### src/hdl/cqrp_pkg.sv
`default_nettype none

package cqrp_pkg;

    // Queue geometry.
    localparam int QUEUE_DEPTH = 64;
    localparam int ENTRY_BYTES = 64;

    // One lane per 64-bit word of an entry.
    localparam int WORD_W      = 64;
    localparam int NUM_LANES   = 8;
    localparam int LANE_W      = 3;
    localparam int ENTRY_WORDS = (ENTRY_BYTES + 7) / 8;

    localparam int ADDR_W = $clog2(QUEUE_DEPTH);
    localparam int CNT_W  = $clog2(QUEUE_DEPTH + 1);

    // Field widths.
    localparam int MODE_W = 2;
    localparam int SIZE_W = 7;
    localparam int OCC_W  = 7;

    // Request modes.
    localparam logic [MODE_W-1:0] MODE_PUSH  = 2'd0;
    localparam logic [MODE_W-1:0] MODE_READ  = 2'd1;
    localparam logic [MODE_W-1:0] MODE_WRITE = 2'd2;

    typedef struct packed {
        logic [MODE_W-1:0] mode;
        logic [SIZE_W-1:0] read_size;
        logic              entry_short;
        logic [WORD_W-1:0] entry_word0;
        logic [WORD_W-1:0] entry_word1;
        logic [WORD_W-1:0] entry_word2;
        logic [WORD_W-1:0] entry_word3;
        logic [WORD_W-1:0] entry_word4;
        logic [WORD_W-1:0] entry_word5;
        logic [WORD_W-1:0] entry_word6;
        logic [WORD_W-1:0] entry_word7;
    } t_cq_in;

    typedef struct packed {
        logic [WORD_W-1:0] data_word0;
        logic [WORD_W-1:0] data_word1;
        logic [WORD_W-1:0] data_word2;
        logic [WORD_W-1:0] data_word3;
        logic [WORD_W-1:0] data_word4;
        logic [WORD_W-1:0] data_word5;
        logic [WORD_W-1:0] data_word6;
        logic [WORD_W-1:0] data_word7;
        logic              entry_returned;
        logic [OCC_W-1:0]  occupancy;
        logic              irq_level;
    } t_cq_out;

    // Per-request control from the pointer logic to the lanes and merge stage.
    typedef struct packed {
        logic              mem_we;
        logic              mem_re;
        logic              wr_zero;
        logic [ADDR_W-1:0] addr;
        logic              returned;
        logic [SIZE_W-1:0] limit;
        logic [OCC_W-1:0]  occupancy;
        logic              irq_level;
    } t_cq_ctl;

endpackage

`default_nettype wire

### src/hdl/cqrp_lane.sv
`default_nettype none

module cqrp_lane
    import cqrp_pkg::*;
(
    input  wire               i_clk,
    input  wire               i_we,
    input  wire               i_re,
    input  wire               i_wr_zero,
    input  wire  [ADDR_W-1:0] i_addr,
    input  wire  [WORD_W-1:0] i_wdata,
    input  wire  [LANE_W-1:0] i_lane,
    input  wire  [SIZE_W-1:0] i_limit,
    output logic [WORD_W-1:0] o_word
);

    logic [WORD_W-1:0] r_mem [QUEUE_DEPTH];
    logic [WORD_W-1:0] r_rdata;
    logic              lane_unused;

    // Words past the configured entry size are always stored as zero.
    assign lane_unused = ({1'b0, i_lane} >= (LANE_W + 1)'(ENTRY_WORDS));

    always_ff @(posedge i_clk) begin
        if (i_we) begin
            r_mem[i_addr] <= (i_wr_zero || lane_unused) ? '0 : i_wdata;
        end
        if (i_re) begin
            r_rdata <= r_mem[i_addr];
        end
    end

    // Keep only the bytes that fall below the read limit.
    always_comb begin
        logic [7:0] pos;
        for (int b = 0; b < 8; b++) begin
            pos = 8'({i_lane, 3'(b)});
            o_word[b*8 +: 8] = (pos < 8'(i_limit)) ? r_rdata[b*8 +: 8] : 8'd0;
        end
    end

endmodule

`default_nettype wire

### config.mk
export PLATFORM = sky130hd
export DESIGN_NAME = cqrp_lane
export DESIGN_NICKNAME = d
export VERILOG_FILES = /design/src/hdl/cqrp_pkg.sv /design/src/hdl/cqrp_lane.sv
export SDC_FILE = /design/constraint.sdc
export NUM_CORES = 2
export LEC_CHECK = 0
export ABC_CLOCK_PERIOD_IN_PS = 6100
export BUFFER_PORTS_ARGS = -buffer_cell sky130_fd_sc_hd__buf_2
export CORE_MARGIN = 8
export CORE_UTILIZATION = 35
export CTS_CLUSTER_SIZE = 8
export DETAILED_ROUTE_END_ITERATION = 12
export PLACE_DENSITY = 0.55
export SLEW_MARGIN = 20
export SYNTH_ARGS = -nofsm -noshare
export SYNTH_HDL_FRONTEND = slang
export SYNTH_SLANG_ARGS = --single-unit
### constraint.sdc
create_clock -name i_clk -period 6.1 [get_ports i_clk]
set_clock_uncertainty 0.2 [all_clocks]
set_input_delay 0.305 -clock i_clk [delete_from_list [all_inputs] [get_ports i_clk]]
set_output_delay 0.305 -clock i_clk [all_outputs]
set_load 0.01 [all_outputs]
==> qor.yml <==
run_status:
  status: "complete, no violations"
routing:
  via_per_inst: 6.24
  wl_per_cell_um: 36.0
  route.detailed.drc: 0
  drtIter0Drc: 13800
  wl_mm: 543
  routed-via-count: 94100
  drtPass1Iterations: 6
  ant_nets: 0
sta:
  fmax_mhz: 230
  fin_tns_setup_ns: 0
  rsz0062_at_grt: "false"
  final-setup-viol-count: 0
  slew_violations: 0
  worstMarginPinSlew_ns: 1.24
  slew_headroom_pct: 17.0
  period_minus_slack_ns: 4.35
  hold_viol: 0
  fin_crit_sh_pct: 71.4
final_layout:
  fillers: 39000
  area_growth_pct: 17.0
  final_cells: 15100
  fin_nets: 9142
  drive_above_1_share_pct: 18.1
die:
  die_area_um2: 468000
  coreArea_um2: 445000
  io_pins: 148
  std_cell_rows: 245
  die_h_um: 684
  die_w_um: 684
  start_util_pct: 35.1
yosys:
  synth_xor_xnor_area_share_pct: 0
  yosys-mux-area-fraction_pct: 4.38
  seq_area_frac_synth_pct: 79.9
  synth_top_family_by_area: "compound AO/OA/AOI/OAI gates"
  synth_async_sr_flop_share_pct: 0
  synth_top_cell_area_share_pct: 79.9
  yosys_most_used_dff: "edfxtp_1"
  synth_adder_area_share_pct: 0.0320
  yosys.area.top_type: "edfxtp_1"
  synth_cell_types: 64
  postSynthAreaPerCell_um2: 18.3
  synthTopCellsByArea: "edfxtp_1, a221oi_1, a22oi_1"
  synth_nets: 8617
  synth_compound_area_share_pct: 11.0
  syn-cell-area_um2: 156000
  syn_inst: 8529
  ys_ff_latch: 4160
  yosys.area_share.simple_pct: 2.78
  ys_warn_count: 0
  synth-edff-count: 4160
critical_path:
  critPathCaptureType: "primary output"
  r2r_setup_slack_ns: 3.01
  r2r-start: "r_mem[21][3]$_DFFE_PP_"
  start_kind: "input port"
  crit_family: "simple AND/OR/NAND/NOR gates"
  cpPeakStageDelay_ns: 0.95
  worst-r2r-cell-count: 7
  path_class: "in -> out"
  rr_endpoint: "r_rdata[3]$_DFFE_PP_"
  critPathBufInv: 4
  critPathRequiredTime_ns: 5.59
  arrival_ns: 3.85
  crit_chain: "buf_2, ha_1, a21o_1, a21oi_1, nor2_1, buf_4, nor2_2, a31oi_4, buf_4, nor2b_1, buf_2"
  path_max_fanout: 10
  critical-path-slowest-cell: "nor2_2"
clock_tree:
  cts_setup_buffers: 0
  cts_buffers: 590
  ctsHoldBuffers: 72
  clock_latency_ns: 1.03
  clk_pin_slew_ns: 0.05
  root_buffer: "clkbuf_16"
  cts_max_level: 6
  cts_max_path_buffers: 4
  cts_sinks: 4160
  ctsResizeCount: 0
  cts_tree: "yes"
grt:
  grt_pass1_vias: 91600
  grt_pass1_wl_mm: 742
  antenna_found_initial: 49
  grtUsageTotal_pct: 22.1
  gr-total-overflow: 0
  grt_max_degree: 133
min_path:
  hold_depth: 3
  min_from: "i_wdata[62]"
  hp-class: "in -> reg"
  holdPathEnd: "r_mem[7][62]$_DFFE_PP_"
power_and_ir_drop:
  power.density_nw_per_um2: 352
  vdd_drop_max_mv: 0.331
  power.leakage_uw: 0.0523
placement:
  port-buffer-count: 147
  hpwl_mm: 294
  dp.cells: 14300
  gp_congestion: 0.825
run:
  max_cap_violations: 0
## state kept, by name (all words and copies together), names as in the netlist
name and flops:
r_mem 4096, r_rdata 64
## report_power, final
part	total [uW]	switching, uW	internal (uW)
registers	31900	126	31800
clock network	28900	11600	17200
logic	3540	2530	1010
## routing by layer
metal | vias up | routed length, um | track usage, % | part of all wire (%)
met3 | 1095 | 55600 | 4.55 | 10
met5 | - | 115 | 0 | 0.021
li1 | 37000 | - | - | -
met2 | 6266 | 252000 | 35.1 | 46
met4 | 14 | 25300 | 9.39 | 4.7
met1 | 49700 | 210000 | 29.6 | 39
## worst max path at each step
stage	slack, ns	endpoint	cells after the start	from
6_report	1.75	o_word[21]	11	i_lane[1]
2_1_floorplan	1.11	r_mem[14][0]$_DFFE_PP_	6	i_addr[1]
3_3_place_gp	1.81	o_word[38]	11	i_limit[4]
4_1_cts	1.87	o_word[38]	10	i_lane[1]
5_1_grt	1.72	r_rdata[3]$_DFFE_PP_	11	i_addr[1]
3_5_place_dp	1.84	r_mem[37][60]$_DFFE_PP_	6	i_addr[0]
## stage by stage
| stage | total power, uW | hold slack, ns | instance area [um2] | utilization [%] | setup WS [ns] |
|---|---|---|---|---|---|
| finish | 64300 | 0.128 | 183000 | 41.1 | 1.75 |
| detailed placement | 35900 | 0.514 | 166000 | 37.4 | 1.84 |
| CTS | 64600 | 0.0719 | 183000 | 41.1 | 1.87 |
| global placement | 35900 | 0.483 | 166000 | 37.4 | 1.81 |
| global route | 65800 | 0.123 | 183000 | 41.1 | 1.72 |
| floorplan | 34300 | 0.217 | 156000 | - | 1.11 |
## final cells by class
type	instances	area [um2]	area share (%)
repair buffers	592	5030	2.75
clock buffers	599	14900	8.16
inverters	11	63.8	0.0349
diodes	30	75.1	0.0410
clock inverters	55	825	0.451
multi-input cells	3699	29700	16.2
well taps	5928	7420	4.05
flip-flops and latches	4160	125000	68.3
## worst min-delay path, cell delays in order
cell and delay (ns):
dlygate4sd3_1 0.53, buf_2 0.12, nor2b_4 0.18
## logic make-up (layout without fill, tap and decap cells)
| family | Yosys count | count (layout) |
|---|---|---|
| compound gates | 2232 | 2232 |
| fa+ha+maj | 4 | 4 |
| buf+inv | 670 | 1257 |
| flops | 4160 | 4160 |
| mux | 549 | 549 |
| other cells | 0 | 30 |
| simple gates | 914 | 914 |
## synthesized netlist by cell type (7+ instances only)
library cell	n
nor3_1	12
nand4_1	28
buf_2	161
buf_4	29
nor4_1	29
nor2b_1	87
o221ai_1	34
a22oi_1	408
nand3_1	67
o22ai_1	437
and4b_1	27
clkbuf_1	388
and2_1	51
inv_1	9
a31oi_1	28
buf_1	62
edfxtp_1	4160
o22a_1	7
or3_1	32
a221o_1	31
buf_6	19
o21ai_0	106
a21oi_1	70
nor2_1	248
mux2_2	217
mux4_2	87
a221oi_1	1072
mux2i_1	245
nand2_1	309
## cell usage in the layout, fill, tap and decap left out, types with 6 or more instances in the layout
cell type	netlist	layout
mux2_2	217	217
nor2_4	0	70
nor2b_4	0	69
nand2_1	309	308
nor2b_1	87	18
diode_2	0	30
a31oi_1	28	27
buf_4	29	316
nor4_2	0	6
buf_2	161	142
dlygate4sd3_1	0	72
o22a_1	7	7
a22oi_1	408	408
a221oi_1	1072	1072
inv_1	9	7
mux2i_1	245	245
o21ai_0	106	106
clkbuf_16	0	596
inv_6	0	20
inv_16	0	13
nor4_1	29	23
nor3_1	12	9
clkinv_8	0	16
nor2_1	248	178
a221o_1	31	31
o221ai_1	34	34
mux4_2	87	87
nand3_1	67	66
nand4_1	28	28
or3_1	32	32
and4b_1	27	27
a21oi_1	70	68
and2_1	51	48
edfxtp_1	4160	4160
buf_12	0	57
o22ai_1	437	437
No activity file was read; power rests on OpenSTA's default activity.
