$ cat src/hdl/cqrp_pkg.sv
`default_nettype none

package cqrp_pkg;

    // Queue geometry.
    localparam int QUEUE_DEPTH = 64;
    localparam int ENTRY_BYTES = 64;

    // One lane per 64-bit word of an entry.
    localparam int WORD_W      = 64;
    localparam int NUM_LANES   = 8;
    localparam int LANE_W      = 3;
    localparam int ENTRY_WORDS = (ENTRY_BYTES + 7) / 8;

    localparam int ADDR_W = $clog2(QUEUE_DEPTH);
    localparam int CNT_W  = $clog2(QUEUE_DEPTH + 1);

    // Field widths.
    localparam int MODE_W = 2;
    localparam int SIZE_W = 7;
    localparam int OCC_W  = 7;

    // Request modes.
    localparam logic [MODE_W-1:0] MODE_PUSH  = 2'd0;
    localparam logic [MODE_W-1:0] MODE_READ  = 2'd1;
    localparam logic [MODE_W-1:0] MODE_WRITE = 2'd2;

    typedef struct packed {
        logic [MODE_W-1:0] mode;
        logic [SIZE_W-1:0] read_size;
        logic              entry_short;
        logic [WORD_W-1:0] entry_word0;
        logic [WORD_W-1:0] entry_word1;
        logic [WORD_W-1:0] entry_word2;
        logic [WORD_W-1:0] entry_word3;
        logic [WORD_W-1:0] entry_word4;
        logic [WORD_W-1:0] entry_word5;
        logic [WORD_W-1:0] entry_word6;
        logic [WORD_W-1:0] entry_word7;
    } t_cq_in;

    typedef struct packed {
        logic [WORD_W-1:0] data_word0;
        logic [WORD_W-1:0] data_word1;
        logic [WORD_W-1:0] data_word2;
        logic [WORD_W-1:0] data_word3;
        logic [WORD_W-1:0] data_word4;
        logic [WORD_W-1:0] data_word5;
        logic [WORD_W-1:0] data_word6;
        logic [WORD_W-1:0] data_word7;
        logic              entry_returned;
        logic [OCC_W-1:0]  occupancy;
        logic              irq_level;
    } t_cq_out;

    // Per-request control from the pointer logic to the lanes and merge stage.
    typedef struct packed {
        logic              mem_we;
        logic              mem_re;
        logic              wr_zero;
        logic [ADDR_W-1:0] addr;
        logic              returned;
        logic [SIZE_W-1:0] limit;
        logic [OCC_W-1:0]  occupancy;
        logic              irq_level;
    } t_cq_ctl;

endpackage

`default_nettype wire

$ cat src/hdl/cqrp_merge.sv
`default_nettype none

module cqrp_merge
    import cqrp_pkg::*;
(
    input  wire                              i_clk,
    input  wire                              i_rst_n,
    input  wire                              i_acc,
    input  t_cq_ctl                          i_ctl,
    input  wire  [NUM_LANES-1:0][WORD_W-1:0] i_lane_word,
    input  wire                              i_out_stall,
    output logic [SIZE_W-1:0]                o_limit,
    output logic                             o_s1_free,
    output logic                             o_out_valid,
    output t_cq_out                          o_out_data
);

    logic              r_s1_vld;
    logic              r_s1_returned;
    logic [SIZE_W-1:0] r_s1_limit;
    logic [OCC_W-1:0]  r_s1_occ;
    logic              r_s1_irq;
    logic              r_o_vld;
    t_cq_out           r_out, n_out;
    logic              out_take;
    logic              s1_move;

    assign out_take  = !r_o_vld || !i_out_stall;
    assign s1_move   = r_s1_vld && out_take;
    assign o_s1_free = !r_s1_vld || out_take;
    assign o_limit   = r_s1_limit;

    always_comb begin
        n_out                = '0;
        n_out.data_word0     = i_lane_word[0];
        n_out.data_word1     = i_lane_word[1];
        n_out.data_word2     = i_lane_word[2];
        n_out.data_word3     = i_lane_word[3];
        n_out.data_word4     = i_lane_word[4];
        n_out.data_word5     = i_lane_word[5];
        n_out.data_word6     = i_lane_word[6];
        n_out.data_word7     = i_lane_word[7];
        n_out.entry_returned = r_s1_returned;
        n_out.occupancy      = r_s1_occ;
        n_out.irq_level      = r_s1_irq;
    end

    always_ff @(posedge i_clk) begin
        if (!i_rst_n) begin
            r_s1_vld <= 1'b0;
            r_o_vld  <= 1'b0;
        end else begin
            if (i_acc) begin
                r_s1_vld <= 1'b1;
            end else if (s1_move) begin
                r_s1_vld <= 1'b0;
            end
            if (s1_move) begin
                r_o_vld <= 1'b1;
            end else if (out_take) begin
                r_o_vld <= 1'b0;
            end
        end
    end

    always_ff @(posedge i_clk) begin
        if (i_acc) begin
            r_s1_returned <= i_ctl.returned;
            r_s1_limit    <= i_ctl.limit;
            r_s1_occ      <= i_ctl.occupancy;
            r_s1_irq      <= i_ctl.irq_level;
        end
        if (s1_move) begin
            r_out <= n_out;
        end
    end

    assign o_out_valid = r_o_vld;
    assign o_out_data  = r_out;

endmodule

`default_nettype wire

$ cat config.mk
export PLATFORM = sky130hd
export DESIGN_NAME = cqrp_merge
export DESIGN_NICKNAME = d
export VERILOG_FILES = /design/src/hdl/cqrp_pkg.sv /design/src/hdl/cqrp_merge.sv
export SDC_FILE = /design/constraint.sdc
export NUM_CORES = 1
export LEC_CHECK = 0
export BUFFER_PORTS_ARGS = -buffer_cell sky130_fd_sc_hd__buf_2
export CAP_MARGIN = 20
export CORE_AREA = 5 5 416 418
export DETAILED_ROUTE_END_ITERATION = 12
export DIE_AREA = 0 0 421 423
export SYNTH_ARGS = -nofsm -noshare
export SYNTH_HDL_FRONTEND = slang
export SYNTH_SLANG_ARGS = --single-unit
$ cat constraint.sdc
create_clock -name i_clk -period 61.3 [get_ports i_clk]
set_clock_uncertainty 0.2 [all_clocks]
set_input_delay 3.065 -clock i_clk [delete_from_list [all_inputs] [get_ports i_clk]]
set_output_delay 3.065 -clock i_clk [all_outputs]
set_load 0.05 [all_outputs]
==> results of run 1 <==
[cells in the final DEF, fill, tap and decap left out]
cell type	n
buf_2	1061
edfxtp_1	537
clkbuf_16	72
clkbuf_1	15
diode_2	14
clkinv_2	12
bufinv_16	9
clkinv_1	8
buf_4	6
inv_6	5
clkinvlp_4	5
dfxtp_1	2
a21boi_4	1
inv_1	1
nand3_2	1
a21boi_1	1
a21oi_1	1
nor2b_1	1
clkinv_4	1
clkinv_8	1
buf_12	1
[worst min-delay path by stage]
| stage | startpoint | end | slack [ns] |
|---|---|---|---|
| CTS | r_s1_occ[4] | o_out_data[5] | 0.22 |
| finish | r_s1_occ[6] | o_out_data[7] | 0.22 |
| detailed placement | r_s1_occ[4] | o_out_data[5] | 0.21 |
| global placement | r_s1_irq | o_out_data[0] | 0.20 |
| global route | r_s1_occ[6] | o_out_data[7] | 0.24 |
| floorplan | r_s1_irq | o_out_data[0] | 0.20 |
[power breakdown]
group	internal (mW)	switching, mW	leakage, nW	total, mW
combinational	0.0221	0.0856	4.23	0.108
clock	0.254	0.175	1.13	0.429
sequential	0.427	0.00472	5.05	0.431
total	0.703	0.265	10.4	0.968
[layer usage]
layer	part of all wire, %	track usage (%)	routed length, um
met5	0.12	0	141
met4	3.4	2.870	4003
met3	15	8.680	17970
met2	48	21.34	55270
met1	33	12.63	38970
[cell type report]
cell class	instances	area share, %
well taps	2218	10.38
clock inverters	41	1.746
flip-flops and latches	539	60.48
multi-input cells	5	0.1779
clock buffers	87	6.952
repair buffers	1068	20.11
diodes	14	0.1311
inverters	1	0.01404
[flip-flops by register name (all words and copies together), names as in the netlist]
name / cells
o_out_data: 521
o_limit: 7
r_s1_vld: 1
r_s1_returned: 1
o_out_valid: 1
r_s1_irq: 1
r_s1_occ: 7
[cell usage after synthesis (all sizes together)]
master	instances	area, um^2
inv	1	3.750
edfxtp	537	16130
a21boi	2	15.02
a21oi	1	5.000
dfxtp	2	40.04
nor2b	1	6.260
nand3	1	10.01
[per-stage QoR]
step | util (%) | hold WS (ns) | std cells
2_1_floorplan | - | 0.2003 | 545
3_3_place_gp | 14.44 | 0.2018 | 3831
3_5_place_dp | 14.44 | 0.2062 | 3831
4_1_cts | 15.82 | 0.2194 | 3959
5_1_grt | 15.83 | 0.2369 | 3962
6_report | 15.84 | 0.2208 | 3973
[logic make-up (layout without fill, tap and decap cells)]
family	Yosys count	count (layout)	synth area share, %
flip-flops	539	539	99.75
buffers and inverters	1	1197	0.02314
AO/OA/AOI/OAI	3	3	0.1235
AND/OR/NAND/NOR	2	2	0.1004
other	0	14	0
==> results.cfg, run 1 <==
[setup_path]
rr_endpoint = o_out_data[85]
crit_family = buffers and inverters
cp_cell_sequence = buf_2, nand3_2, buf_2
worstPathRequired_ns = 58.04
end_kind = output port
critPathMaxStageDelay_ns = 0.37
critPathSlowestCell = buf_2
crit_arrival_ns = 3.69
startpoint = i_out_stall
crit_type = in2out
r2r_start = r_s1_vld
startpoint_type = input pin
ff2ff_path_depth = 4
path_buf_inv = 2
crit_top_cell = buf_2
endpoint = o_s1_free
crit_cells = 3
cp_max_fo = 3
reg2reg_slack_ns = 57.54

[routing]
drtIter0Drc = 706
antenna_left = 0
drt-pass1-iter-count = 5
drc = 0
routedWlPerCell_um = 29.29
vias_per_cell = 2.911
num_vias = 11560
drt_wl_total_um = 116400

[grt]
first_global_vias = 11820
antenna_found_initial = 191
grt_max_degree = 135
grt-ovfl-total = 0
grtUsageTotal_pct = 12.56
grt_pass1_wl_um = 141400

[place]
post-dp-hpwl_um = 100200
io_buffers = 1061
pre_cts_ws_ns = 54.35
place_area_um2 = 24370
gp_routability_congestion = 0.9239

[timing]
tns_ns = 0
worst_slew_pin_slew_ns = 1.130
period_share_pct = 11.34
fin_crit_ns = 6.953
final-setup-viol-count = 0
hold_viol = 0
rsz0062_at_grt = no
relSlewSlack_pct = 24.67
fin_ws_ns = 54.35
finalMaxSlewViolations = 0
fmax_mhz = 143.8

[clock_tree]
clock_latency_ns = 0.68
ctsRootBufferMaster = clkbuf_16
ctsLongestPathBuffers = 3
cts_setup_buffers = 0
clk_pin_slew_ns = 0.05
htree_num_levels = 3
ctsHoldBuffers = 0
cts_buffers = 71
cts.sinks = 539
cts_resized = 0
tritoncts = yes

[layout]
nFillCells = 18660
area_growth_pct = 64.92
postLayoutCellArea_um2 = 26730
ff_latch_area_um2 = 16170
drive_above_1_share_pct = 67.49
multiInputGateArea_um2 = 47.55
finalNetCount = 2227

[min_path]
hold_depth = 0
hold_class = reg2reg

[yosys]
ys_seq_elements = 539
syn_inst = 545
syn-num-nets = 1086
synth_area_um2 = 16210
ys_seq_area_share_pct = 99.75
syn_avg_cell_area_um2 = 29.73
synth_warnings = 0
yosysUniqueCellTypes = 8

[floorplan]
coreArea_um2 = 168700
row_count = 151
start_util_pct = 9.605
pin_count = 1071
die_y_um = 423
die_w_um = 421
die-area_um2 = 178100

[power]
peakVddDrop_uv = 20.62
p_leak_nw = 10.41
finalPower_mw = 0.9679
p_per_area_nw_per_um2 = 36.22

[flow_run]
drv_cap = 0

[run_status]
status = finished, final reports clean
No activity file was read; power rests on OpenSTA's default activity.
==> inputs of run 2 (changes only) <==
Settings changed: ABC_AREA from default to 1, CORE_AREA 5 5 416 418 to 5 5 418 420, DIE_AREA 0 0 421 423 to 0 0 423 425.
Clock period 61.3 ns to 7.2 ns, I/O delays scaled along.
==> run 2 against run 1 <==
Compared with the run above:
- synthesized cell count grew 0.37%
- worst setup slack worse by 50 ns
- sequential cell count unchanged
- sequential share of layout area is 10 points lower
- wire length is 26% higher
- clock-buffer cell count up 1
- largest cell class unchanged
- clock power rose to 8.1 times the previous value
- largest power group unchanged
- non-clock buffer count grew 530
- core utilization increased by 2.9 points
- die area grew 0.95%
==> results.cfg, run 2 <==
[min_path]
worstHoldStart = i_acc
hold_end = o_limit[0]
hold_class = in2reg
hold_depth = 1

[routing]
routedWlPerCell_um = 32.23
drt_wl_total_um = 146100
vias_per_cell = 3.077
drt-pass1-iter-count = 4
drc = 0
antenna_left = 0
num_vias = 13950
drtIter0Drc = 809

[clock_tree]
ctsLongestPathBuffers = 3
clock_latency_ns = 0.65
cts_buffers = 70
cts_setup_buffers = 0
cts_resized = 0
ctsRootBufferMaster = clkbuf_16
tritoncts = yes
clk_pin_slew_ns = 0.06
cts.sinks = 539
htree_num_levels = 3

[timing]
final-setup-viol-count = 0
worst_slew_pin_slew_ns = 1.106
hold_viol = 0
fmax_mhz = 404.1
rsz0062_at_grt = no
finalMaxSlewViolations = 0
fin_ws_ns = 4.725
relSlewSlack_pct = 26.29
period_share_pct = 34.37
fin_crit_ns = 2.475

[setup_path]
end_kind = register
cp_max_fo = 152
worstPathRequired_ns = 7.28
startpoint_type = register
crit_type = reg2reg
ff2ff_path_depth = 4
reg2reg_slack_ns = 4.73
crit_arrival_ns = 2.55
rr_endpoint = o_out_data[199]
cp_cell_sequence = inv_1, a21oi_4, buf_4, buf_12
critPathMaxStageDelay_ns = 0.51
r2r_start = r_s1_vld
critPathSlowestCell = buf_12
startpoint = r_s1_vld

[grt]
grt_max_degree = 153
grtUsageTotal_pct = 15.58
first_global_vias = 15130
grt_pass1_wl_um = 175200
antenna_found_initial = 182
grt-ovfl-total = 0

[floorplan]
die_w_um = 423
row_count = 152
coreArea_um2 = 170600
start_util_pct = 9.502
die_y_um = 425
die-area_um2 = 179800
pin_count = 1071

[yosys]
netlist.area_leader.share_pct = 99.48
syn-num-nets = 1088
ys_seq_area_share_pct = 99.73
yosysUniqueCellTypes = 7
synth_edf_count = 537
synth_top_family_by_area = compound AO/OA/AOI/OAI gates
synth-simple-area-share_pct = 0.08491
syn_avg_cell_area_um2 = 29.63
synthXorXnorAreaFrac_pct = 0
syn_inst = 547
synth_most_common_cell = edfxtp_1
synth_fa_ha_area_share_pct = 0
synthArstFlopShare_pct = 0
synth_area_um2 = 16210
synth.top_cells.by_area = edfxtp_1 99%, dfxtp_1 0.25%, inv_1 0.069%
synth_compound_gate_area_share_pct = 0.1158
synth_warnings = 0
yosys_most_used_dff = edfxtp_1
yosysTopAreaCell = edfxtp_1
synthMuxAreaShare_pct = 0
synthTopCellsByCount = 537 x edfxtp_1, 3 x inv_1, 2 x a21oi_1, 2 x dfxtp_1
ys_seq_elements = 539

[run_status]
status = finished, final reports clean

[power]
p_per_area_nw_per_um2 = 263.9
finalPower_mw = 8.458
p_leak_nw = 12.59
peakVddDrop_uv = 150.5

[place]
place_area_um2 = 24400
io_buffers = 1061
post-dp-hpwl_um = 125600
pre_cts_ws_ns = 4.215
gp_routability_congestion = 0.8560

[flow_run]
drv_cap = 0

[layout]
largest_reg_flops = 521
nFillCells = 18400
final_util_pct = 18.78
final_common_cell = buf_2
finalNetCount = 2758
ff_latch_area_um2 = 16170
multiInputGateArea_um2 = 43.79
final_cell_mix = 1061 x buf_2, 537 x edfxtp_1, 531 x dlygate4sd3_1, 71 x clkbuf_16, 16 x clkbuf_1
drive_above_1_share_pct = 51.58
area_growth_pct = 97.70
postLayoutCellArea_um2 = 32050
## run 2: cell count changes after synthesis, sizes merged
cell	change
a21oi	+2
nand2	+1
a21boi	-2
nor2b	-1
inv	+2
## run 2: metal layers
| layer | vias to the layer above | routed length (um) | track usage [%] |
|---|---|---|---|
| met4 | 2 | 6314 | 4.409 |
| met3 | 462 | 26680 | 13.35 |
| met2 | 1099 | 70090 | 27.01 |
| li1 | 5631 | - | - |
| met1 | 6757 | 43060 | 13.29 |
| met5 | - | 11 | 0 |
## run 2: logic make-up after synthesis
| logic type | after synthesis |
|---|---|
| DFF | 539 |
| and+or+nand+nor | 2 |
| AOI/OAI and AO/OA | 3 |
| buffers and inverters | 3 |
## run 2: worst max-delay path by stage
stage / slack, ns / depth (start not counted) / end
3_5_place_dp: 4.22 / 4 / o_out_data[63]
3_3_place_gp: 4.30 / 4 / o_out_data[199]
2_1_floorplan: -2.65 / 1 / o_out_data[0]
5_1_grt: 4.65 / 4 / o_out_data[199]
6_report: 4.73 / 4 / o_out_data[199]
4_1_cts: 4.31 / 4 / o_out_data[442]
## run 2: critical path, delay by kind of cell (launching register included)
family | cells | cell delay, ns
buf+inv | 3 | 1.02
flops | 1 | 0.34
compound gates | 1 | 0.10
## run 2: repair_timing
action                                  CTS  global route
endpoints found under the setup margin    0             0
hold endpoints to repair                530             0
hold buffers                            531             0
## run 2: final cells by class
class	count	area share, %
multi-input combinational	5	0.1367
tap	2233	8.719
clock buffer	88	5.775
antenna	29	0.2265
clock inverter	39	1.187
sequential	539	50.45
timing repair buffer	1598	33.48
inverter	3	0.03514
## run 2: per-stage QoR
step / hold slack, ns / instances / TNS (ns)
3_3_place_gp: 0.2146 / 3846 / 0
3_5_place_dp: 0.2119 / 3846 / 0
4_1_cts: 0.04041 / 4504 / 0
2_1_floorplan: 0.2003 / 547 / -1381.43
5_1_grt: 0.05534 / 4519 / 0
6_report: 0.08847 / 4534 / 0
## run 2: power breakdown
group | total (mW) | switching (mW) | internal, mW
clock | 3.49 | 1.53 | 1.96
combinational | 1.29 | 0.912 | 0.382
sequential | 3.67 | 0.0394 | 3.63
==> inputs of run 3 (changes only) <==
Clock period 7.2 ns to 2.4 ns, I/O delays scaled along.
==> run 3 against run 2 <==
Compared with the run above:
- the flow now stops in clock tree synthesis (4_1_cts)
- synthesized cell count did not move
- synthesized area unchanged
==> results.cfg, run 3 <==
[run_status]
status = aborted with a tool error
stop_stage = clock tree synthesis (4_1_cts)
error = [ERROR RSZ-0060] Max buffer count reached.

[yosys]
yosysTopAreaCell = edfxtp_1
yosys_most_used_dff = edfxtp_1
synthTopCellsByCount = 537 x edfxtp_1, 3 x inv_1, 2 x a21oi_1, 2 x dfxtp_1
synth_edf_count = 537
ys_seq_area_share_pct = 99.73
syn-num-nets = 1088
syn_avg_cell_area_um2 = 29.63
netlist.area_leader.share_pct = 99.48
syn_inst = 547
synth_area_um2 = 16210
synthArstFlopShare_pct = 0
synth_warnings = 0
ys_seq_elements = 539
yosysUniqueCellTypes = 7
synth.top_cells.by_area = edfxtp_1 99%, dfxtp_1 0.25%, inv_1 0.069%
synth_most_common_cell = edfxtp_1

[floorplan]
die_y_um = 425
pin_count = 1071
start_util_pct = 9.502
die_w_um = 423
row_count = 152

[clock_tree]
cts.sinks = 539
cts_buffers = 67
cts_resized = 0
ctsRootBufferMaster = clkbuf_16
cts_setup_buffers = 0
htree_num_levels = 3
ctsHoldBuffers = 798
ctsLongestPathBuffers = 3

[place]
io_buffers = 1061
post-dp-hpwl_um = 115400
place_area_um2 = 24600
gp_routability_congestion = 0.8835
run 3: cell counts after synthesis:
Identical to the previous run, type by type.
run 3: kinds of logic after synthesis:
kind of cell	after synthesis	synth area share, %
flip-flops	539	99.73
AO/OA/AOI/OAI	3	0.1158
buffers and inverters	3	0.06947
AND/OR/NAND/NOR	2	0.08489
run 3: through the flow:
step | instances | setup slack [ns] | util (%) | hold WS, ns
global placement | 3866 | 0.4471 | 14.42 | 0.09782
floorplan | 547 | -7.211 | - | 0.01887
detailed placement | 3866 | 0.4679 | 14.42 | 0.09810
==> inputs of run 4 (changes only) <==
Settings changed: CORE_AREA 5 5 418 420 to 5 5 414 416, DIE_AREA 0 0 423 425 to 0 0 419 421, PLACE_DENSITY_LB_ADDON from default to 0.15.
==> run 4 against run 3 <==
Compared with the run above:
- the flow again stops in clock tree synthesis (4_1_cts)
- synthesized area unchanged
- synthesized cell count stayed put
==> results.cfg, run 4 <==
[run_status]
status = aborted with a tool error
stop_stage = clock tree synthesis (4_1_cts)
error = [ERROR RSZ-0060] Max buffer count reached.

[place]
pre_cts_ws_ns = 0.4711
dp_cells = 3836
gp_routability_congestion = 0.8878
io_buffers = 1061
place_area_um2 = 24580
post-dp-hpwl_um = 75550

[yosys]
yosys_most_used_dff = edfxtp_1
synthTopCellsByCount = 537 x edfxtp_1, 3 x inv_1, 2 x a21oi_1, 2 x dfxtp_1
synth_area_um2 = 16210
synth_warnings = 0
synthArstFlopShare_pct = 0
ys_seq_elements = 539
synth_most_common_cell = edfxtp_1
yosysUniqueCellTypes = 7
synth.top_cells.by_area = edfxtp_1 99%, dfxtp_1 0.25%, inv_1 0.069%
synth_edf_count = 537
ys_seq_area_share_pct = 99.73
syn-num-nets = 1088
syn_avg_cell_area_um2 = 29.63
yosysTopAreaCell = edfxtp_1
syn_inst = 547
netlist.area_leader.share_pct = 99.48

[clock_tree]
ctsHoldBuffers = 791
cts_resized = 0
htree_num_levels = 3
cts.sinks = 539
cts_setup_buffers = 0
ctsLongestPathBuffers = 3
cts_buffers = 69
ctsRootBufferMaster = clkbuf_16

[floorplan]
row_count = 150
die_w_um = 419
start_util_pct = 9.715
pin_count = 1071
die_y_um = 421
run 4: cell counts after synthesis:
No cell type changed its count.
run 4: metrics by stage:
stage          utilization, %  hold WS (ns)
2_1_floorplan               -       0.01887
3_3_place_gp            14.73       0.09644
3_5_place_dp            14.73       0.09810
run 4: kinds of logic after synthesis:
logic type | share of synthesized area [%]
AOI/OAI and AO/OA | 0.1158
buffers and inverters | 0.06947
DFF | 99.73
and+or+nand+nor | 0.08489
