<file path="config.mk">
export PLATFORM = sky130hd
export DESIGN_NAME = cqrp_ctrl
export DESIGN_NICKNAME = d
export VERILOG_FILES = /design/src/hdl/cqrp_pkg.sv /design/src/hdl/cqrp_ctrl.sv
export SDC_FILE = /design/constraint.sdc
export NUM_CORES = 1
export LEC_CHECK = 0
export BUFFER_PORTS_ARGS = -buffer_cell sky130_fd_sc_hd__buf_2
export CAP_MARGIN = 10
export CORE_AREA = 2 2 212 214
export CTS_CLUSTER_DIAMETER = 40
export DETAILED_ROUTE_END_ITERATION = 16
export DIE_AREA = 0 0 214 216
export GPL_TIMING_DRIVEN = 0
export SLEW_MARGIN = 40
export SYNTH_ARGS = -nofsm -noshare
export SYNTH_HDL_FRONTEND = slang
export SYNTH_SLANG_ARGS = --single-unit
</file>
<file path="constraint.sdc">
create_clock -name i_clk -period 2.05 [get_ports i_clk]
set_input_delay 0.1025 -clock i_clk [delete_from_list [all_inputs] [get_ports i_clk]]
set_output_delay 0.1025 -clock i_clk [all_outputs]
set_load 0.1 [all_outputs]
</file>
<file path="src/hdl/cqrp_pkg.sv">
`default_nettype none

package cqrp_pkg;

    // Queue geometry.
    localparam int QUEUE_DEPTH = 64;
    localparam int ENTRY_BYTES = 64;

    // One lane per 64-bit word of an entry.
    localparam int WORD_W      = 64;
    localparam int NUM_LANES   = 8;
    localparam int LANE_W      = 3;
    localparam int ENTRY_WORDS = (ENTRY_BYTES + 7) / 8;

    localparam int ADDR_W = $clog2(QUEUE_DEPTH);
    localparam int CNT_W  = $clog2(QUEUE_DEPTH + 1);

    // Field widths.
    localparam int MODE_W = 2;
    localparam int SIZE_W = 7;
    localparam int OCC_W  = 7;

    // Request modes.
    localparam logic [MODE_W-1:0] MODE_PUSH  = 2'd0;
    localparam logic [MODE_W-1:0] MODE_READ  = 2'd1;
    localparam logic [MODE_W-1:0] MODE_WRITE = 2'd2;

    typedef struct packed {
        logic [MODE_W-1:0] mode;
        logic [SIZE_W-1:0] read_size;
        logic              entry_short;
        logic [WORD_W-1:0] entry_word0;
        logic [WORD_W-1:0] entry_word1;
        logic [WORD_W-1:0] entry_word2;
        logic [WORD_W-1:0] entry_word3;
        logic [WORD_W-1:0] entry_word4;
        logic [WORD_W-1:0] entry_word5;
        logic [WORD_W-1:0] entry_word6;
        logic [WORD_W-1:0] entry_word7;
    } t_cq_in;

    typedef struct packed {
        logic [WORD_W-1:0] data_word0;
        logic [WORD_W-1:0] data_word1;
        logic [WORD_W-1:0] data_word2;
        logic [WORD_W-1:0] data_word3;
        logic [WORD_W-1:0] data_word4;
        logic [WORD_W-1:0] data_word5;
        logic [WORD_W-1:0] data_word6;
        logic [WORD_W-1:0] data_word7;
        logic              entry_returned;
        logic [OCC_W-1:0]  occupancy;
        logic              irq_level;
    } t_cq_out;

    // Per-request control from the pointer logic to the lanes and merge stage.
    typedef struct packed {
        logic              mem_we;
        logic              mem_re;
        logic              wr_zero;
        logic [ADDR_W-1:0] addr;
        logic              returned;
        logic [SIZE_W-1:0] limit;
        logic [OCC_W-1:0]  occupancy;
        logic              irq_level;
    } t_cq_ctl;

endpackage

`default_nettype wire

</file>
<file path="src/hdl/cqrp_ctrl.sv">
`default_nettype none

module cqrp_ctrl
    import cqrp_pkg::*;
(
    input  wire     i_clk,
    input  wire     i_rst_n,
    input  wire     i_cfg_we,
    input  wire     i_cfg_wdata,
    input  wire     i_acc,
    input  t_cq_in  i_item,
    output t_cq_ctl o_ctl
);

    logic [ADDR_W-1:0] r_head, n_head;
    logic [CNT_W-1:0]  r_count, n_count;
    logic              r_irq, n_irq;
    logic              r_irq_en;
    logic [ADDR_W:0]   tail_sum;
    logic [ADDR_W-1:0] tail;
    logic [ADDR_W-1:0] head_inc;

    assign tail_sum = {1'b0, r_head} + (ADDR_W + 1)'(r_count);
    assign tail     = (tail_sum >= (ADDR_W + 1)'(QUEUE_DEPTH))
                    ? ADDR_W'(tail_sum - (ADDR_W + 1)'(QUEUE_DEPTH))
                    : ADDR_W'(tail_sum);
    assign head_inc = (r_head == ADDR_W'(QUEUE_DEPTH - 1)) ? '0 : r_head + ADDR_W'(1);

    always_comb begin
        n_head          = r_head;
        n_count         = r_count;
        n_irq           = r_irq;
        o_ctl           = '0;
        o_ctl.addr      = r_head;
        unique case (i_item.mode)
            MODE_PUSH: begin
                o_ctl.mem_we  = i_acc;
                o_ctl.wr_zero = i_item.entry_short;
                o_ctl.addr    = tail;
                if (r_count >= CNT_W'(QUEUE_DEPTH)) begin
                    n_head = head_inc;
                end else begin
                    n_count = r_count + CNT_W'(1);
                end
                if (r_irq_en) begin
                    n_irq = 1'b1;
                end
            end
            MODE_READ: begin
                if (r_count != '0) begin
                    o_ctl.mem_re   = i_acc;
                    o_ctl.returned = 1'b1;
                    o_ctl.limit    = (i_item.read_size > SIZE_W'(ENTRY_BYTES))
                                   ? SIZE_W'(ENTRY_BYTES) : i_item.read_size;
                    n_head  = head_inc;
                    n_count = r_count - CNT_W'(1);
                    if (r_irq_en && (n_count == '0)) begin
                        n_irq = 1'b0;
                    end
                end
            end
            MODE_WRITE: begin
            end
            default: begin
            end
        endcase
        o_ctl.occupancy = OCC_W'(n_count);
        o_ctl.irq_level = r_irq_en & n_irq;
    end

    always_ff @(posedge i_clk) begin
        if (!i_rst_n) begin
            r_head   <= '0;
            r_count  <= '0;
            r_irq    <= 1'b0;
            r_irq_en <= 1'b1;
        end else begin
            if (i_acc) begin
                r_head  <= n_head;
                r_count <= n_count;
                r_irq   <= n_irq;
            end
            if (i_cfg_we) begin
                r_irq_en <= i_cfg_wdata;
            end
        end
    end

`ifndef SYNTHESIS
    a_push_grows: assert property (@(posedge i_clk) disable iff (!i_rst_n)
        (i_acc && (i_item.mode == MODE_PUSH) && (r_count < CNT_W'(QUEUE_DEPTH)))
        |=> (r_count == $past(r_count) + CNT_W'(1)))
        else $error("push into a non-full queue did not add an entry");

    a_read_shrinks: assert property (@(posedge i_clk) disable iff (!i_rst_n)
        (i_acc && (i_item.mode == MODE_READ) && (r_count != '0))
        |=> (r_count == $past(r_count) - CNT_W'(1)))
        else $error("read of a non-empty queue did not remove an entry");

    a_irq_clears: assert property (@(posedge i_clk) disable iff (!i_rst_n)
        (i_acc && (i_item.mode == MODE_READ) && (r_count == CNT_W'(1)) && r_irq_en)
        |=> !r_irq)
        else $error("interrupt still set after the last entry was popped");

    a_no_empty_pop: assert property (@(posedge i_clk) disable iff (!i_rst_n)
        (o_ctl.returned || o_ctl.mem_re) |-> (r_count != '0))
        else $error("pop issued on an empty queue");
`endif

endmodule

`default_nettype wire

</file>
==> impl_metrics.env, run 1 <==
export IMPL_synthXorXnorAreaFrac_pct=4.972
export IMPL_power_per_cell_area_mw_per_mm2=425.8
export IMPL_fin_skew_ns=0.003994
export IMPL_dp_slack_ns=-0.4071
export IMPL_row_count=77
export IMPL_grt_pass1_wl_microns=10070
export IMPL_hold_viol=0
export IMPL_first_global_vias=1823
export IMPL_synth_compound_area_share_pct=27.07
export IMPL_die_width_microns=214
export IMPL_syn_to_final_growth_pct=123.6
export IMPL_core_sq_mm=0.04384
export IMPL_start_util_pct=3.616
export IMPL_violations="negative setup slack"
export IMPL_seq_area_frac_synth_pct=18.94
export IMPL_dpl_hpwl_microns=4982
export IMPL_hold_path_class="in2reg"
export IMPL_end_kind="output port"
export IMPL_clk_path_buf_depth=2
export IMPL_diodes=0
export IMPL_final_layout_size_suffix_gt1_share_pct=55.56
export IMPL_cp_arrival_ns=2.09
export IMPL_status="finished with violations"
export IMPL_routed_wl_microns=6692
export IMPL_vias=1899
export IMPL_clkLatencyLatePin_ns=0.25
export IMPL_synth_nets=748
export IMPL_synth_top_family_by_area="simple AND/OR/NAND/NOR gates"
export IMPL_netlist_area_sq_mm=0.001585
export IMPL_grt_start_max_net_pins=11
export IMPL_clock_sinks=15
export IMPL_leakage_uw=0.001112
export IMPL_max_cap_violations=0
export IMPL_drt_iter0_markers=102
export IMPL_synth_edff_count=0
export IMPL_vias_per_cell=2.180
export IMPL_synthAdderAreaFrac_pct=8.366
export IMPL_place_gp_congestion=0.7571
export IMPL_synth_avg_cell_area_sq_um=7.513
export IMPL_path_max_fanout=4
export IMPL_synth_simple_area_share_pct=32.04
export IMPL_synthArstFlopShare_pct=0
export IMPL_dr_pass1_iters=4
export IMPL_cts_tree="built"
export IMPL_tightest_slew_ns=0.6209
export IMPL_worstSetupPathType="reg2out"
export IMPL_utilization_pct=8.086
export IMPL_yosys_top_cells_area="dfxtp_1 (19%), ha_1 (7.1%), o21ai_0 (6.0%)"
export IMPL_io_pins=552
export IMPL_start_kind="flip-flop"
export IMPL_ys_seq_elements=15
export IMPL_htreeDepth=1
export IMPL_ant_nets=0
export IMPL_ir_drop_mv=0.3206
export IMPL_nets=817
export IMPL_ys_flop_type="dfxtp_1"
export IMPL_cts_inserted_buffers=3
export IMPL_setup_tns_ns=-1.512
export IMPL_synthesis_instances=211
export IMPL_die_height_microns=216
export IMPL_root_buffer="clkbuf_16"
export IMPL_synth_cell_type_count=57
export IMPL_synth_mux_area_share_pct=1.263
export IMPL_clock_fmax_mhz=455.3
export IMPL_finalSetupViolCount=14
export IMPL_fin_crit_ns=2.196
export IMPL_dieArea_sq_mm=0.04622
export IMPL_clk_pin_slew_ns=0.05
export IMPL_rsz0062_at_grt="true"
export IMPL_drc=0
export IMPL_cp_data_required_time_ns=1.95
export IMPL_io_buffers=39
export IMPL_synth_top_area_share_pct=18.94
export IMPL_finalCritPeriodShare_pct=107.1
export IMPL_drv_slew=0
export IMPL_yosysTopAreaCell="dfxtp_1"
export IMPL_grt_overflow=0
export IMPL_slew_limit_headroom_pct=58.46
export IMPL_track_usage_pct=2.845
export IMPL_setup_ws_ns=-0.1463
export IMPL_wl_per_cell_microns=7.683
export IMPL_grt_antenna_before_repair=0
export IMPL_fill_cells=5111
export IMPL_yosysWarningCount=0
[state kept, by name, indices dropped and copies added (netlist names)]
register  cells
r_irq_en      1
r_irq         1
r_count       7
r_head        6
[what timing repair did]
action	in CTS	in global routing
pin swaps	26	20
setup endpoints to repair	21	22
gates resized for setup	108	32
setup buffers	20	5
hold buffers	0	0
[where the power goes]
group | internal (uW) | leakage (uW) | switching (uW)
Clock | 264 | 0.0000382 | 129
Sequential | 300 | 0.000127 | 14.4
Combinational | 326 | 0.000947 | 477
[cell usage after synthesis (2+ instances only)]
master     n
a21boi_1   2
o21ai_0   19
nor2_1    16
buf_6      3
nand4_1    4
a211oi_1   6
and3_1     3
o21ai_1    2
clkbuf_1   4
a311oi_1   2
a21oi_2    2
nor4_1     2
and2_1    13
buf_2      3
a21o_1     2
nand3_1    5
nor2b_1    4
ha_1       9
a31oi_1    3
inv_1      9
a21oi_1    8
nand2_1   17
buf_4      2
mux2i_1    2
xnor2_1    6
a21boi_0   2
o31ai_1    3
o41ai_1    2
xor2_1     3
nand3b_1   2
nand2_2    2
nor3_1    10
dfxtp_1   15
[through the flow]
stage | power (uW) | std cells | instance area, sq um | hold WS, ns
6_report | 1509 | 871 | 3545 | 0.06834
5_1_grt | 1567 | 871 | 3545 | 0.09779
4_1_cts | 1429 | 866 | 3379 | 0.07046
3_5_place_dp | 872.7 | 842 | 2734 | 0.3310
3_3_place_gp | 873.2 | 842 | 2734 | 0.3359
2_1_floorplan | 760.4 | 211 | 1798 | 0.1926
[critical path, stage by stage (launching register included)]
cell      delay (ns)
dfxtp_4         0.35
buf_8           0.12
inv_8           0.06
ha_4            0.14
nor3b_4         0.32
nand2_2         0.15
nor2_4          0.17
a211oi_4        0.10
xnor2_4         0.22
buf_12          0.20
[path summary, 6_finish.rpt]
kind / start / end / slack (ns) / depth (start not counted)
max: r_count[1] / o_ctl[1] / -0.15 / 9
min: i_cfg_wdata / r_irq_en / 0.07 / 3
max reg2reg: r_count[1] / r_head[1] / 0.09 / 11
min reg2reg: r_irq / r_irq / 0.55 / 2
[cell families after synthesis]
group / Yosys count
compound gates: 62
xor+xnor: 9
fa+ha+maj: 10
buf+inv: 22
flops: 15
mux: 2
simple gates: 91
[placed cells by master (no fill, tap or decap), types with 6 or more instances in the layout]
cell type  synthesis  routed
buf_2              3      21
buf_4              2      19
buf_6              3      16
nand2_1           17      15
buf_12             0      15
o21ai_0           19      11
nor2_1            16      10
and2_4             0       9
nor3_1            10       8
o21ai_1            2       6
a21oi_1            8       6
ha_4               0       6
dfxtp_1           15       6
[cell type report]
| type | instances | area, sq um | area share (%) |
|---|---|---|---|
| flip-flops and latches | 15 | 321.6 | 9.072 |
| multi-input cells | 174 | 1594 | 44.97 |
| well taps | 592 | 740.7 | 20.90 |
| plain buffers | 13 | 100.1 | 2.824 |
| clock buffers | 4 | 78.83 | 2.224 |
| repair buffers | 64 | 668.1 | 18.85 |
| inverters | 9 | 41.29 | 1.165 |
[layer usage]
metal | share of wire, % | global-route usage [%] | vias up | wire, microns
met3 | 6.9 | 0.9020 | 5 | 460
met2 | 49 | 4.751 | 69 | 3311
met4 | 1.4 | 0.9790 | 0 | 95
met1 | 42 | 3.434 | 920 | 2825
met5 | 0 | 0 | - | 0
li1 | - | - | 905 | -
Note: power is estimated with default switching activity, not from simulation.
==> run 2: changes to the inputs <==
ABC_AREA = 1   (was not set)
==> impl_metrics.env, run 2 <==
export IMPL_status="finished, final reports clean"
export IMPL_dr_pass1_iters=4
export IMPL_drv_slew=0
export IMPL_drc=0
export IMPL_synth_simple_area_share_pct=40.89
export IMPL_seq_area_frac_synth_pct=18.84
export IMPL_drt_iter0_markers=84
export IMPL_root_buffer="clkbuf_16"
export IMPL_ant_nets=0
export IMPL_r2r_end="r_head[3]"
export IMPL_clock_fmax_mhz=491.6
export IMPL_io_buffers=38
export IMPL_grt_overflow=0
export IMPL_synth_top_family_by_area="simple AND/OR/NAND/NOR gates"
export IMPL_synth_most_common_cell="nand2_1"
export IMPL_rsz0062_at_grt="true"
export IMPL_synthesis_instances=252
export IMPL_power_per_cell_area_mw_per_mm2=483.8
export IMPL_synth_edff_count=0
export IMPL_ys_seq_elements=15
export IMPL_largest_reg_flops=7
export IMPL_hold_path_class="in2reg"
export IMPL_power_uw=1426
export IMPL_tightest_slew_ns=0.4919
export IMPL_dieArea_sq_mm=0.04622
export IMPL_synth_commonest_cells="nand2_1 (57), inv_1 (38), nand3_1 (27), nor2_1 (22), a21oi_1 (18)"
export IMPL_yosysWarningCount=0
export IMPL_nets=836
export IMPL_top_register="r_count"
export IMPL_cp_data_required_time_ns=1.95
export IMPL_critPathCapture="o_ctl[20]"
export IMPL_dpl_hpwl_microns=4714
export IMPL_clkLatencyLatePin_ns=0.25
export IMPL_max_cap_violations=0
export IMPL_routed_wl_microns=6010
export IMPL_core_sq_mm=0.04384
export IMPL_final_layout_size_suffix_gt1_share_pct=35.57
export IMPL_grt_start_max_net_pins=11
export IMPL_end_kind="output port"
export IMPL_synth_top_area_share_pct=18.84
export IMPL_die_width_microns=214
export IMPL_yosysTopAreaCell="dfxtp_1"
export IMPL_start_util_pct=3.636
export IMPL_finalCritPeriodShare_pct=99.22
export IMPL_worstSetupPathType="reg2out"
export IMPL_fin_skew_ns=0.001792
export IMPL_largestRegisters="r_count: 7 flops, r_head: 6 flops"
export IMPL_synth_compound_area_share_pct=14.99
export IMPL_grt_antenna_before_repair=0
export IMPL_yosys_top_cells_area="dfxtp_1 (19%), nand2_1 (13%), inv_1 (8.9%)"
export IMPL_slew_limit_headroom_pct=67.43
export IMPL_synthArstFlopShare_pct=0
export IMPL_crit_path_start="r_count[0]"
export IMPL_final_cells=890
export IMPL_mostFrequentLayoutCells="nand2_1 (54), inv_1 (34), nand3_1 (25), buf_2 (21), a21oi_1 (17)"
export IMPL_r2r_start="r_count[1]"
export IMPL_layout_commonest_cell="nand2_1"
export IMPL_io_pins=552
export IMPL_clk_path_buf_depth=2
export IMPL_ir_drop_mv=0.3222
export IMPL_row_count=77
export IMPL_grt_pass1_wl_microns=9597
export IMPL_syn_to_final_growth_pct=84.93
export IMPL_wl_per_cell_microns=6.753
export IMPL_vias_per_cell=2.073
export IMPL_first_global_vias=1833
export IMPL_ff2ff_path_depth=9
export IMPL_synth_cell_type_count=36
export IMPL_leakage_uw=0.001099
export IMPL_ff2ff_setup_slack_ns=0.54
export IMPL_synth_avg_cell_area_sq_um=6.326
export IMPL_clock_sinks=15
export IMPL_track_usage_pct=2.550
export IMPL_synthXorXnorAreaFrac_pct=3.297
export IMPL_start_kind="flip-flop"
export IMPL_ys_flop_type="dfxtp_1"
export IMPL_min_delay_start="i_cfg_we"
export IMPL_synth_mux_area_share_pct=0
export IMPL_finalSetupViolCount=0
export IMPL_min_path_cells=2
export IMPL_place_gp_congestion=0.8263
export IMPL_vias=1845
export IMPL_clk_pin_slew_ns=0.06
export IMPL_htreeDepth=1
export IMPL_ctsHoldBuffers=0
export IMPL_cts_inserted_buffers=3
export IMPL_netlist_area_sq_mm=0.001594
export IMPL_cts_tree="built"
export IMPL_synthAdderAreaFrac_pct=8.320
export IMPL_cp_arrival_ns=1.93
export IMPL_path_max_fanout=3
export IMPL_diodes=0
export IMPL_fin_crit_ns=2.034
export IMPL_hold_viol=0
export IMPL_synth_nets=789
export IMPL_die_height_microns=216
export IMPL_dp_cells=882
[run 2: cell count changes in the layout (fill, tap and decap cells not counted), moves of 7 or more]
cell | previous run | this run
a21oi_1 | 6 | 17
and2_4 | 9 | 0
buf_12 | 15 | 4
buf_4 | 19 | 10
buf_6 | 16 | 9
inv_1 | 5 | 34
nand2_1 | 15 | 54
nand3_1 | 2 | 25
nand4_1 | 4 | 11
[run 2: cell type report]
| type | instances | area, sq um |
|---|---|---|
| Sequential cell | 15 | 319.1 |
| Clock buffer | 3 | 75.07 |
| Buffer | 3 | 30.03 |
| Tap cell | 592 | 740.7 |
| Clock inverter | 1 | 5.005 |
| Multi-Input combinational cell | 189 | 1237 |
| Fill cell | 5154 | 40890 |
| Inverter | 45 | 201.4 |
| Timing Repair Buffer | 42 | 339.1 |
[run 2: logic make-up (layout without fill, tap and decap cells)]
kind of cell / count (synthesis) / after routing
adders and majority gates: 10 / 10
buffers and inverters: 48 / 94
xor gates and xnor gates: 6 / 6
and+or+nand+nor: 131 / 131
AOI/OAI and AO/OA: 42 / 42
DFF: 15 / 15
[run 2: metal layers]
| metal | vias up | track usage, % | part of all wire, % | wire length, microns |
|---|---|---|---|---|
| li1 | 931 | - | - | - |
| met1 | 847 | 3.381 | 46 | 2780 |
| met2 | 60 | 4.394 | 48 | 2902 |
| met3 | 7 | 0.3524 | 4.6 | 275 |
| met4 | 0 | 0.5128 | 0.88 | 53 |
| met5 | - | 0 | 0 | 0 |
[run 2: report_power, final]
part	switching [uW]	internal [uW]
Clock	149	262
Sequential	31.7	309
Combinational	490	185
Total	671	756
[run 2: how the worst min path moves through the flow]
stage	slack, ns	endpoint
final	0.05	r_irq_en
after global routing	0.06	r_irq_en
after CTS	0.06	r_irq_en
after detailed placement	0.32	r_irq_en
after global placement	0.30	r_irq_en
after floorplan	0.20	r_irq_en
[run 2: through the flow]
| stage | cell area (sq um) | hold WS [ns] | setup WS, ns | utilization [%] | setup TNS, ns |
|---|---|---|---|---|---|
| after CTS | 2814 | 0.05548 | 0.0007230 | 6.419 | 0 |
| after global routing | 2948 | 0.06179 | -0.03144 | 6.725 | -0.04016 |
| after global placement | 2628 | 0.3013 | -0.08484 | 5.994 | -0.1360 |
| after detailed placement | 2628 | 0.3236 | -0.1033 | 5.994 | -0.1718 |
| after floorplan | 1697 | 0.2029 | -0.2205 | - | -1.011 |
| final | 2948 | 0.05264 | 0.01603 | 6.725 | 0 |
[run 2: repair_timing]
action                     CTS  global route
setup endpoints to repair   16            15
buffers inserted             2             2
gates cloned                 0             0
pin swaps                    2            10
gates resized for setup     32            29
[run 2: worst max-delay path, stage by stage (launching register included)]
cell and delay [ns]:
dfxtp_4 0.39, ha_4 0.15, inv_2 0.04, fa_2 0.35, inv_2 0.08, nand3_2 0.07
nand2_2 0.09, xnor2_2 0.08, o21ai_2 0.22, buf_12 0.21
==> run 3: changes to the inputs <==
ABC_AREA = 0   (was 1)
CTS_BUF_LIST = sky130_fd_sc_hd__clkbuf_4 sky130_fd_sc_hd__clkbuf_8   (was not set)
==> impl_metrics.env, run 3 (synthesis gave the netlist of run 1 again) <==
export IMPL_cp_arrival_ns=2.13
export IMPL_drc=0
export IMPL_path_cells="buf_8 > inv_8 > ha_4 > nor3b_4 > nand2_2 > nor2_4 > a211oi_4 > xnor2_4 > buf_12"
export IMPL_violations="negative setup slack"
export IMPL_setup_ws_ns=-0.1829
export IMPL_place_gp_congestion=0.7571
export IMPL_fin_skew_ns=0.008567
export IMPL_crit_path_start="r_count[1]"
export IMPL_max_cap_violations=0
export IMPL_core_sq_mm=0.04384
export IMPL_cp_data_required_time_ns=1.95
export IMPL_ant_nets=0
export IMPL_grt_start_max_net_pins=11
export IMPL_dpl_hpwl_microns=4982
export IMPL_slew_limit_headroom_pct=58.96
export IMPL_first_global_vias=1824
export IMPL_r2r_start="r_count[1]"
export IMPL_clk_path_buf_depth=2
export IMPL_clk_pin_slew_ns=0.07
export IMPL_grt_antenna_before_repair=0
export IMPL_status="finished with violations"
export IMPL_dieArea_sq_mm=0.04622
export IMPL_crit_path_max_incr_delay_ns=0.36
export IMPL_track_usage_pct=2.896
export IMPL_drv_slew=0
export IMPL_final_layout_size_suffix_gt1_share_pct=56.07
export IMPL_vias_per_cell=2.173
export IMPL_htreeDepth=1
export IMPL_wl_per_cell_microns=7.917
export IMPL_path_max_fanout=4
export IMPL_slowest_stage="dfxtp_4"
export IMPL_row_count=77
export IMPL_rsz0062_at_grt="true"
export IMPL_io_pins=552
export IMPL_die_width_microns=214
export IMPL_leakage_uw=0.001107
export IMPL_mostFrequentLayoutCells="buf_2 (21), buf_4 (18), buf_6 (17), nand2_1 (15), buf_12 (15)"
export IMPL_ir_drop_mv=0.3723
export IMPL_dr_pass1_iters=4
export IMPL_largestRegisters="r_count: 7 flops, r_head: 6 flops"
export IMPL_start_kind="flip-flop"
export IMPL_clkLatencyLatePin_ns=0.26
export IMPL_largest_reg_flops=7
export IMPL_grt_pass1_wl_microns=10150
export IMPL_utilization_pct=8.066
export IMPL_hold_path_class="in2reg"
export IMPL_vias=1895
export IMPL_placed_area_sq_mm=0.002734
export IMPL_cts_tree="built"
export IMPL_dp_slack_ns=-0.4071
export IMPL_fill_cells=5106
export IMPL_clock_fmax_mhz=447.9
export IMPL_drt_iter0_markers=81
export IMPL_nets=818
export IMPL_top_register="r_count"
export IMPL_finalSetupViolCount=14
export IMPL_layout_commonest_cell="buf_2"
export IMPL_stdcell_area_sq_mm=0.003536
export IMPL_end_kind="output port"
export IMPL_ctsHoldBuffers=0
export IMPL_diodes=0
export IMPL_io_buffers=39
export IMPL_fin_crit_ns=2.233
export IMPL_hold_viol=0
export IMPL_root_buffer="clkbuf_8"
export IMPL_min_delay_start="i_cfg_wdata"
export IMPL_power_per_cell_area_mw_per_mm2=393.9
export IMPL_die_height_microns=216
export IMPL_grt_overflow=0
export IMPL_clock_sinks=15
export IMPL_routed_wl_microns=6904
export IMPL_cts_inserted_buffers=3
export IMPL_syn_to_final_growth_pct=123.0
export IMPL_power_uw=1393
export IMPL_finalCritPeriodShare_pct=108.9
export IMPL_tightest_slew_ns=0.6133
export IMPL_start_util_pct=3.616
export IMPL_worstSetupPathType="reg2out"
## run 3: cell types whose count changed in the layout (fill, tap and decap cells not counted), sizes merged, moves of 9 or more
cell,delta
nand2,-42
inv,-33
buf,+29
nand3,-23
and2,+13
a21oi,-9
## run 3: power breakdown
part           switching, uW  total (uW)  internal [uW]  leakage (uW)
Combinational            482         811            328      0.000954
Sequential              14.7         313            298      0.000127
Clock                    118         269            151     0.0000262
Total                    615        1390            778       0.00111
## run 3: routing by layer
layer	routed length, microns	GRT usage [%]	part of all wire, %	vias up
met2	3401	4.729	49	73
met4	144	1.259	2.1	0
met1	2913	3.476	42	910
li1	-	-	-	905
met5	0	0	0	-
met3	445	0.9302	6.4	7
## run 3: what timing repair did
| action | 4_1_cts | 5_1_grt |
|---|---|---|
| setup buffers | 21 | 5 |
| gates resized for setup | 108 | 36 |
| pin swaps | 21 | 16 |
| setup endpoints to repair | 21 | 23 |
| gates cloned | 0 | 0 |
## run 3: cell type report
cell class,instances,area [sq um],share of cell area (%)
Sequential cell,15,324.1,9.165
Clock buffer,4,48.80,1.380
Timing Repair Buffer,65,686.9,19.43
Multi-Input combinational cell,174,1594,45.08
Inverter,9,41.29,1.168
Tap cell,592,740.7,20.95
Buffer,13,100.1,2.831
## run 3: per-stage QoR
stage,setup TNS [ns],cells,hold WS [ns]
2_1_floorplan,-0.7642,211,0.1926
3_3_place_gp,-3.366,842,0.3359
3_5_place_dp,-3.817,842,0.3310
4_1_cts,-1.413,867,0.05378
5_1_grt,-3.154,872,0.08027
6_report,-1.887,872,0.05423
## run 3: critical path: cells and delay by family, from the launching register on
| family | cells | cell delay [ns] |
|---|---|---|
| simple gates | 3 | 0.65 |
| fa+ha+maj | 1 | 0.14 |
| buf+inv | 3 | 0.38 |
| compound gates | 1 | 0.10 |
| xor+xnor | 1 | 0.23 |
| flops | 1 | 0.36 |
## run 3: final timing paths
check             cells past startpoint  slack (ns)         to
setup / recovery                      9       -0.18   o_ctl[1]
hold / removal                        3        0.05   r_irq_en
setup reg to reg                     11        0.05  r_head[1]
hold reg to reg                       2        0.55      r_irq
